**src/hdl/rlepbd_pkg.sv**
```systemverilog
// ---------------------------------------------------------------------------
// Run-length pattern body decoder package
// Beat types, field codes and character constants for the decoder.
// ---------------------------------------------------------------------------
package rlepbd_pkg;

  // Largest grid extent honoured; larger register values act as this.
  localparam int unsigned MAX_EXTENT = 4096;
  localparam int EXT_W = 13;
  localparam logic [EXT_W-1:0] EXT_CAP =
    (MAX_EXTENT > 8191) ? 13'h1FFF : 13'(MAX_EXTENT);
  localparam logic [EXT_W-1:0] GRID_RESET = 13'd64;

  // Input kinds.
  localparam logic [1:0] KIND_CHAR  = 2'd0;
  localparam logic [1:0] KIND_END   = 2'd1;
  localparam logic [1:0] KIND_START = 2'd2;

  // Result kinds.
  localparam logic [1:0] RES_RUN   = 2'd0;
  localparam logic [1:0] RES_DONE  = 2'd1;
  localparam logic [1:0] RES_ERROR = 2'd2;

  // Error codes.
  localparam logic [1:0] ERR_PREFIX     = 2'd0;
  localparam logic [1:0] ERR_UNEXPECTED = 2'd1;
  localparam logic [1:0] ERR_ROWS       = 2'd2;
  localparam logic [1:0] ERR_ROW_LONG   = 2'd3;

  // Register selects (byte address bit 2).
  localparam logic REG_GRID_WIDTH  = 1'b0;
  localparam logic REG_GRID_HEIGHT = 1'b1;

  // Characters of the body.
  localparam logic [7:0] CH_ZERO    = 8'h30;
  localparam logic [7:0] CH_NINE    = 8'h39;
  localparam logic [7:0] CH_BANG    = 8'h21;
  localparam logic [7:0] CH_DOLLAR  = 8'h24;
  localparam logic [7:0] CH_DOT     = 8'h2E;
  localparam logic [7:0] CH_LOWER_B = 8'h62;
  localparam logic [7:0] CH_LOWER_O = 8'h6F;
  localparam logic [7:0] CH_UPPER_A = 8'h41;
  localparam logic [7:0] CH_UPPER_X = 8'h58;
  localparam logic [7:0] CH_LOWER_P = 8'h70;
  localparam logic [7:0] CH_LOWER_Y = 8'h79;

  localparam logic [8:0] STATES_PER_PREFIX = 9'd24;
  localparam logic [8:0] TOP_STATE         = 9'd255;

  typedef struct packed {
    logic [1:0] kind;
    logic [7:0] body_byte;
  } in_beat_t;

  typedef struct packed {
    logic [1:0]  result_kind;
    logic [11:0] row;
    logic [11:0] column;
    logic [12:0] run_length;
    logic [7:0]  cell_state;
    logic [8:0]  state_count;
    logic [1:0]  error_code;
  } out_beat_t;

endpackage

```
**src/hdl/rle_pattern_body_decoder_unit.sv**
```systemverilog
// ---------------------------------------------------------------------------
// Run-length pattern body decoder
// Turns body characters into cell runs, a done beat or an error beat.
// ---------------------------------------------------------------------------
// One body character is taken per clock cycle while in_stall is low. Each
// character is decoded in a single pass against the parser state and any
// result is registered into a two-entry output buffer (result register plus
// skid register) that lets input keep flowing while a result waits; in_stall
// rises only when both entries hold results that have not been taken. Grid
// width and height are written through the APB-style port at byte addresses 0
// and 4; the user must do so only while idle, which the block does not enforce.
module rle_pattern_body_decoder_unit #(
  parameter int COUNT_BITS = 24
) (
  input  logic                 clk,
  input  logic                 rst_n,
  input  logic                 in_valid,
  output logic                 in_stall,
  input  rlepbd_pkg::in_beat_t in_data,
  output logic                 out_valid,
  input  logic                 out_stall,
  output rlepbd_pkg::out_beat_t out_data,
  input  logic                 psel,
  input  logic                 penable,
  input  logic                 pwrite,
  input  logic [2:0]           paddr,
  input  logic [31:0]          pwdata,
  output logic [31:0]          prdata,
  output logic                 pready
);
  import rlepbd_pkg::*;

  localparam int SUM_W = COUNT_BITS + 1;
  localparam int MUL_W = COUNT_BITS + 4;

  // Configuration registers.
  logic [EXT_W-1:0] grid_w_r, grid_h_r;
  logic [EXT_W-1:0] w_eff, h_eff;

  // Parser state.
  logic [COUNT_BITS-1:0] pend_r, pend_nxt;
  logic [EXT_W-1:0]      col_r, col_nxt;
  logic [EXT_W-1:0]      row_r, row_nxt;
  logic [7:0]            high_r, high_nxt;
  logic                  pfx_pend_r, pfx_pend_nxt;
  logic [3:0]            pfx_val_r, pfx_val_nxt;
  logic                  fin_r, fin_nxt;

  // Output buffer.
  logic      out_valid_r, out_valid_nxt;
  logic      skid_valid_r, skid_valid_nxt;
  out_beat_t out_r, out_nxt;
  out_beat_t skid_r, skid_nxt;

  // Decode signals.
  logic                  in_acc;
  logic [7:0]            ch;
  logic                  is_digit, is_upper, is_pfx;
  logic [3:0]            dig;
  logic [MUL_W-1:0]      dig_mul;
  logic [COUNT_BITS-1:0] dig_sat;
  logic [COUNT_BITS-1:0] run;
  logic [7:0]            upper_st;
  logic [8:0]            pfx_st;
  logic [SUM_W-1:0]      col_sum, row_sum;
  logic [EXT_W-1:0]      row_adv;
  logic [8:0]            st_count;
  logic                  place_en;
  logic [7:0]            place_st;
  logic                  res_valid;
  out_beat_t             res;
  logic                  pop;

  // Configuration port: writes take effect in the access phase.
  assign pready = 1'b1;

  always_ff @(posedge clk) begin
    if (!rst_n) begin
      grid_w_r <= GRID_RESET;
      grid_h_r <= GRID_RESET;
    end else if (psel && penable && pwrite) begin
      unique case (paddr[2])
        REG_GRID_WIDTH:  grid_w_r <= pwdata[EXT_W-1:0];
        REG_GRID_HEIGHT: grid_h_r <= pwdata[EXT_W-1:0];
        default:         grid_w_r <= grid_w_r;
      endcase
    end
  end

  always_comb begin
    unique case (paddr[2])
      REG_GRID_WIDTH:  prdata = {19'd0, grid_w_r};
      REG_GRID_HEIGHT: prdata = {19'd0, grid_h_r};
      default:         prdata = '0;
    endcase
  end

  // Effective extents, capped at the largest supported grid.
  assign w_eff = (grid_w_r > EXT_CAP) ? EXT_CAP : grid_w_r;
  assign h_eff = (grid_h_r > EXT_CAP) ? EXT_CAP : grid_h_r;

  // Character classes and the arithmetic they need.
  assign in_acc   = in_valid && !in_stall;
  assign ch       = in_data.body_byte;
  assign is_digit = (ch >= CH_ZERO) && (ch <= CH_NINE);
  assign is_upper = (ch >= CH_UPPER_A) && (ch <= CH_UPPER_X);
  assign is_pfx   = (ch >= CH_LOWER_P) && (ch <= CH_LOWER_Y);
  assign dig      = 4'(ch - CH_ZERO);

  // Run count times ten plus the digit, saturating at the register width.
  assign dig_mul = (MUL_W'(pend_r) << 3) + (MUL_W'(pend_r) << 1) + MUL_W'(dig);
  assign dig_sat = (dig_mul[MUL_W-1:COUNT_BITS] != '0) ? {COUNT_BITS{1'b1}}
                                                       : dig_mul[COUNT_BITS-1:0];

  // A missing or zero count means a run of one.
  assign run = (pend_r == '0) ? COUNT_BITS'(1) : pend_r;

  assign upper_st = 8'(ch - CH_UPPER_A) + 8'd1;
  assign pfx_st   = ({5'd0, pfx_val_r} + 9'd1) * STATES_PER_PREFIX + {1'b0, upper_st};

  assign col_sum = SUM_W'(col_r) + SUM_W'(run);
  assign row_sum = SUM_W'(row_r) + SUM_W'(run);
  assign row_adv = (row_sum > SUM_W'(h_eff)) ? h_eff : row_sum[EXT_W-1:0];

  assign st_count = (high_r == 8'd0) ? 9'd2 : ({1'b0, high_r} + 9'd1);

  // Single-pass decode of one beat against the parser state.
  always_comb begin
    pend_nxt     = pend_r;
    col_nxt      = col_r;
    row_nxt      = row_r;
    high_nxt     = high_r;
    pfx_pend_nxt = pfx_pend_r;
    pfx_val_nxt  = pfx_val_r;
    fin_nxt      = fin_r;
    place_en     = 1'b0;
    place_st     = 8'd0;
    res_valid    = 1'b0;
    res          = '0;

    if (in_acc) begin
      if (in_data.kind == KIND_START) begin
        pend_nxt     = '0;
        col_nxt      = '0;
        row_nxt      = '0;
        high_nxt     = 8'd0;
        pfx_pend_nxt = 1'b0;
        pfx_val_nxt  = 4'd0;
        fin_nxt      = 1'b0;
      end else if (!fin_r && in_data.kind == KIND_END) begin
        fin_nxt   = 1'b1;
        res_valid = 1'b1;
        if (pfx_pend_r) begin
          res.result_kind = RES_ERROR;
          res.error_code  = ERR_PREFIX;
        end else begin
          res.result_kind = RES_DONE;
          res.state_count = st_count;
        end
      end else if (!fin_r && in_data.kind == KIND_CHAR) begin
        if (pfx_pend_r) begin
          // The letter after a prefix completes a multi-letter state.
          pfx_pend_nxt = 1'b0;
          pend_nxt     = '0;
          if (is_upper && pfx_st <= TOP_STATE) begin
            place_en = 1'b1;
            place_st = pfx_st[7:0];
          end else begin
            fin_nxt         = 1'b1;
            res_valid       = 1'b1;
            res.result_kind = RES_ERROR;
            res.error_code  = ERR_PREFIX;
          end
        end else if (is_digit) begin
          pend_nxt = dig_sat;
        end else begin
          pend_nxt = '0;
          if (ch == CH_BANG) begin
            fin_nxt         = 1'b1;
            res_valid       = 1'b1;
            res.result_kind = RES_DONE;
            res.state_count = st_count;
          end else if (ch == CH_DOLLAR) begin
            row_nxt = row_adv;
            col_nxt = '0;
          end else if (ch == CH_LOWER_B || ch == CH_DOT) begin
            place_en = 1'b1;
          end else if (ch == CH_LOWER_O) begin
            place_en = 1'b1;
            place_st = 8'd1;
          end else if (is_upper) begin
            place_en = 1'b1;
            place_st = upper_st;
          end else if (is_pfx) begin
            // The prefix keeps the run count for the letter that follows.
            pfx_pend_nxt = 1'b1;
            pfx_val_nxt  = 4'(ch - CH_LOWER_P);
            pend_nxt     = run;
          end else begin
            fin_nxt         = 1'b1;
            res_valid       = 1'b1;
            res.result_kind = RES_ERROR;
            res.error_code  = ERR_UNEXPECTED;
          end
        end
      end
    end

    // Placing a run: track the highest state, check bounds, then advance the column.
    if (place_en) begin
      if (place_st > high_r) begin
        high_nxt = place_st;
      end
      if (row_r >= h_eff) begin
        fin_nxt         = 1'b1;
        res_valid       = 1'b1;
        res.result_kind = RES_ERROR;
        res.error_code  = ERR_ROWS;
      end else if (col_sum > SUM_W'(w_eff)) begin
        fin_nxt         = 1'b1;
        res_valid       = 1'b1;
        res.result_kind = RES_ERROR;
        res.error_code  = ERR_ROW_LONG;
      end else begin
        col_nxt = col_sum[EXT_W-1:0];
        if (place_st != 8'd0) begin
          res_valid       = 1'b1;
          res.result_kind = RES_RUN;
          res.row         = row_r[11:0];
          res.column      = col_r[11:0];
          res.run_length  = run[12:0];
          res.cell_state  = place_st;
        end
      end
    end
  end

  // Parser state registers.
  always_ff @(posedge clk) begin
    if (!rst_n) begin
      pend_r     <= '0;
      col_r      <= '0;
      row_r      <= '0;
      high_r     <= 8'd0;
      pfx_pend_r <= 1'b0;
      pfx_val_r  <= 4'd0;
      fin_r      <= 1'b0;
    end else begin
      pend_r     <= pend_nxt;
      col_r      <= col_nxt;
      row_r      <= row_nxt;
      high_r     <= high_nxt;
      pfx_pend_r <= pfx_pend_nxt;
      pfx_val_r  <= pfx_val_nxt;
      fin_r      <= fin_nxt;
    end
  end

  // Two-entry output buffer: the head drives the port, the skid catches a
  // result that arrives while the head is held.
  assign pop = out_valid_r && !out_stall;

  always_comb begin
    out_valid_nxt  = out_valid_r;
    skid_valid_nxt = skid_valid_r;
    out_nxt        = out_r;
    skid_nxt       = skid_r;
    if (!out_valid_r || pop) begin
      if (skid_valid_r) begin
        out_valid_nxt  = 1'b1;
        out_nxt        = skid_r;
        skid_valid_nxt = res_valid;
        skid_nxt       = res;
      end else begin
        out_valid_nxt  = res_valid;
        out_nxt        = res;
        skid_valid_nxt = 1'b0;
      end
    end else if (res_valid) begin
      skid_valid_nxt = 1'b1;
      skid_nxt       = res;
    end
  end

  always_ff @(posedge clk) begin
    if (!rst_n) begin
      out_valid_r  <= 1'b0;
      skid_valid_r <= 1'b0;
    end else begin
      out_valid_r  <= out_valid_nxt;
      skid_valid_r <= skid_valid_nxt;
    end
  end

  always_ff @(posedge clk) begin
    out_r  <= out_nxt;
    skid_r <= skid_nxt;
  end

  assign in_stall  = skid_valid_r;
  assign out_valid = out_valid_r;
  assign out_data  = out_r;

endmodule

```
**config.mk**
```make
export PLATFORM = sky130hd
export DESIGN_NAME = rle_pattern_body_decoder_unit
export DESIGN_NICKNAME = d
export VERILOG_FILES = /design/src/hdl/rlepbd_pkg.sv /design/src/hdl/rle_pattern_body_decoder_unit.sv
export SDC_FILE = /design/constraint.sdc
export NUM_CORES = 1
export LEC_CHECK = 0
export BUFFER_PORTS_ARGS = -buffer_cell sky130_fd_sc_hd__buf_2
export CAP_MARGIN = 10
export CORE_ASPECT_RATIO = 1.5
export CORE_MARGIN = 1
export CORE_UTILIZATION = 45
export CTS_CLUSTER_SIZE = 10
export DETAILED_ROUTE_END_ITERATION = 6
export GPL_ROUTABILITY_DRIVEN = 0
export MAX_ROUTING_LAYER = met4
export SKIP_LAST_GASP = 1
export SYNTH_ARGS = -nofsm -noshare
export SYNTH_HDL_FRONTEND = slang
export SYNTH_SLANG_ARGS = --single-unit
export TNS_END_PERCENT = 5
```
**constraint.sdc**
```tcl
create_clock -name clk -period 13.94 [get_ports clk]
set_input_delay 0 -clock clk [delete_from_list [all_inputs] [get_ports clk]]
set_output_delay 0 -clock clk [all_outputs]
set_load 0.02 [all_outputs]
```
==> impl_metrics.tcl <==
set metrics [dict create \
    core.rowCount 78 \
    run_status "finished clean" \
    post_syn_area_per_cell_um2 9.47 \
    cts_inserted_buffers 25 \
    multi_input_area_um2 7890 \
    max-slew-margin-rel_pct 31.5 \
    critical_path.endpoint_type "flop" \
    timing.hold.worst_endpoint "pfx_val_r[1]" \
    num-fill-cells 2796 \
    drive_gt1_share_pct 13.8 \
    layout.core_utilization_pct 51.2 \
    cp.depth 24 \
    chipHeight_um 216 \
    syn_to_final_growth_pct 12.3 \
    crit_slowest_cell "sky130_fd_sc_hd__nor4_1" \
    pwrdens_nw_per_um2 89.4 \
    synth-seq-cells 208 \
    postSynthCellCount 1452 \
    fin_nets 1736 \
    worstPathBufferInverterCount 2 \
    ys_dominant_reg_cell "sky130_fd_sc_hd__edfxtp_1" \
    worst_setup_hold_path_clk_slew_ps 60 \
    min_from "in_data[9]" \
    cp.required_ps 14110 \
    cts_root_buf "sky130_fd_sc_hd__clkbuf_16" \
    finalMaxSlewViolations 0 \
    routed_wire_length_per_instance_um 18.0 \
    p_leak_nw 7.38 \
    setup_repair_after_global_routing_missed_its_margin "false" \
    hold_viol 0 \
    clk_path_buf_depth 3 \
    cp_slowest_stage_delay_ps 580 \
    post-route-drc-count 0 \
    worstPathArrival_ps 6850 \
    timing_worst_setup_path_type "reg -> reg" \
    worst_setup_skew_after_layout_ps 15.2 \
    crit_chain "nor4_1 -> nand2_1 -> nor2_1 -> or2_2 -> ha_1 -> inv_1 -> fa_1 -> nand2b_1 -> a21oi_2 -> o21ai_2 -> or2b_1 -> a21o_1 -> xor2_1 -> ha_1 -> a21oi_1 -> nor2_1 -> a211oi_1 -> o311a_1 -> o221ai_1 -> or4_4 -> o21a_1 -> nor2_1 -> a31oi_4 -> buf_4" \
    hold_path.class "in -> reg" \
    floorplan.die.width_um 145 \
    grt_overflow_total 0 \
    pnr_worst_setup_slack_ps 7260 \
    ys_warn_count 0 \
    synth_cell_type_count 91 \
    global_route.usage.total_pct 23.6 \
    ff_latch_area_um2 5330 \
    ys_seq_area_share_pct 38.7 \
    antenna_cells 0 \
    place.detailed.hpwl_um 26600 \
    port_buffers 103 \
    critical_path.max_fanout 58 \
    vias_per_cell 5.64 \
    timing.max_cap.violations 0 \
    finalSetupViolations 0 \
    grt_start_max_net_pins 63 \
    finalCriticalPeriod_ps 6680 \
    worst_r2r_endpoint "skid_r[44]" \
    numPlacedInstances 1896 \
    tritonroute_pass_1_iters 5 \
    r2r_slack_ps 7260 \
    place_ws_ps 7310 \
    number_of_cell_instances_on_the_worst_register_to_register_path 24 \
    max-vdd-ir-drop_uv 63.4 \
    htree_levels 1 \
    drt_iter0_markers 569 \
    timing.rr.start "pend_r[15]" \
    max_freq_mhz 150 \
    synthesis.area_um2 13800 \
    post-route-period-util_pct 47.9 \
    async_flop_share_pct 0 \
    clk_latency_ps 530 \
    fin_cells 1960 \
    synth_edf_count 116 \
    tightest_slew_ps 1020 \
    cpMostUsedCell "sky130_fd_sc_hd__nor2_1" \
    floorplan.core_area_um2 30200 \
    worstHoldPathCells 4 \
    numClockSinks 208 \
    antenna_violating_nets_post_route 0 \
    critPathTopFamily "simple AND/OR/NAND/NOR gates" \
    grt_pass1_wl_um 56300 \
    first_global_vias 11000 \
    initial_utilization_pct 45.6 \
    cts_tree "done" \
    design.die.area_um2 31300 \
    setup_tns_ps 0 \
    startpoint_type "flop" \
    total_power_w 0.00138 \
    top_level_ports 145 \
    detail_route.wirelength_um 35200 \
    initial_antenna_violation_count 0 \
    dr_total_vias 11100 \
]
-- cells by family after synthesis --
kind of cell	share of synthesized area, %
simple gates	18.7
compound gates	18.8
flops	38.7
fa+ha+maj	13.0
buf+inv	4.65
xor+xnor	3.90
mux	2.18
other cells	0.0546
-- worst register-to-register path, delay by kind of cell (launching register included) --
family / cells / cell delay [ps]
fa+ha+maj: 3 / 890
compound gates: 9 / 1670
simple gates: 9 / 2610
xor+xnor: 1 / 220
buf+inv: 2 / 450
flops: 1 / 470
-- layout by cell type (no fill, tap or decap), types with 19 or more instances in the layout --
master,netlist,routed
sky130_fd_sc_hd__a21o_1,81,81
sky130_fd_sc_hd__a21oi_1,106,106
sky130_fd_sc_hd__a22oi_1,19,19
sky130_fd_sc_hd__and2_1,25,25
sky130_fd_sc_hd__and2_4,30,30
sky130_fd_sc_hd__and3_1,25,25
sky130_fd_sc_hd__buf_2,9,103
sky130_fd_sc_hd__clkbuf_16,0,25
sky130_fd_sc_hd__conb_1,2,20
sky130_fd_sc_hd__dfxtp_1,92,91
sky130_fd_sc_hd__dlygate4sd3_1,0,21
sky130_fd_sc_hd__edfxtp_1,116,116
sky130_fd_sc_hd__ha_1,135,135
sky130_fd_sc_hd__inv_1,51,51
sky130_fd_sc_hd__nand2_1,155,154
sky130_fd_sc_hd__nand2b_1,22,22
sky130_fd_sc_hd__nand3_1,44,44
sky130_fd_sc_hd__nand4_1,19,19
sky130_fd_sc_hd__nor2_1,90,90
sky130_fd_sc_hd__o21ai_0,50,50
sky130_fd_sc_hd__xnor2_1,42,42
-- flip-flops by register name, summed over array words and instances (netlist names) --
signal,count
in_stall,1
pfx_pend_r,1
high_r,8
col_r,13
grid_h_r,13
out_valid,1
grid_w_r,13
fin_r,1
pfx_val_r,4
pend_r,24
row_r,13
skid_r,58
out_data,58
-- power by group --
part	internal [W]	switching (W)	leakage [nW]
clock network	0.000369	0.000245	0.355
registers	0.000661	0.00000644	1.98
logic	0.0000329	0.0000675	5.04
total	0.00106	0.000319	7.38
-- cell type report --
type / instances / share of cell area [%]
multi-input cells: 1124 / 51.1
repair buffers: 133 / 5.13
inverters: 52 / 1.26
clock buffers: 41 / 4.44
flip-flops and latches: 208 / 34.5
clock inverters: 2 / 0.389
well taps: 400 / 3.24
-- repair_timing --
| action | CTS | global route |
|---|---|---|
| buffers inserted | 0 | 0 |
| endpoints found under the setup margin | 0 | 0 |
| hold buffers | 21 | 0 |
| resized for setup | 0 | 0 |
| hold endpoints to repair | 35 | 0 |
-- synth_stat cells, drive strengths merged (14+ instances only) --
library cell | n | area share [%]
nand2b | 22 | 1.0
ha | 135 | 12
nand4 | 20 | 0.96
nor2 | 90 | 2.5
clkbuf | 50 | 1.4
xor2 | 14 | 0.89
nor4 | 17 | 0.93
xnor2 | 42 | 2.7
dfxtp | 92 | 13
buf | 36 | 1.9
o21a | 16 | 0.87
o21ai | 53 | 2.0
nand2 | 155 | 4.2
a21o | 81 | 4.4
and3 | 25 | 1.1
nand3 | 44 | 1.6
edfxtp | 116 | 25
a21oi | 108 | 4.0
and2 | 55 | 3.0
inv | 52 | 1.4
nor3 | 15 | 0.58
a22oi | 19 | 1.0
mux2 | 16 | 1.3
-- stage by stage --
step / area [um^2] / hold slack (ps)
floorplan: 13800 / 124
global placement: 14500 / 238
detailed placement: 14500 / 235
CTS: 15400 / 39.2
global route: 15400 / 99.5
finish: 15400 / 49.3
-- how the worst max path moves through the flow --
stage | start | endpoint
final | pend_r[15] | skid_r[44]
after global routing | pend_r[15] | skid_r[50]
after CTS | pend_r[15] | skid_r[55]
after detailed placement | pend_r[15] | skid_r[29]
after global placement | pend_r[15] | skid_r[28]
after floorplan | pend_r[14] | skid_r[0]
-- per-layer routing --
| layer | vias up | part of all wire [%] | global-route usage [%] |
|---|---|---|---|
| met5 | - | 0 | - |
| met4 | 0 | 5.2 | 12.3 |
| met3 | 95 | 3.7 | 2.74 |
| met2 | 260 | 51 | 40.9 |
| met1 | 5248 | 40 | 26.2 |
| li1 | 5459 | - | - |
Note: power is estimated with default switching activity, not from simulation.
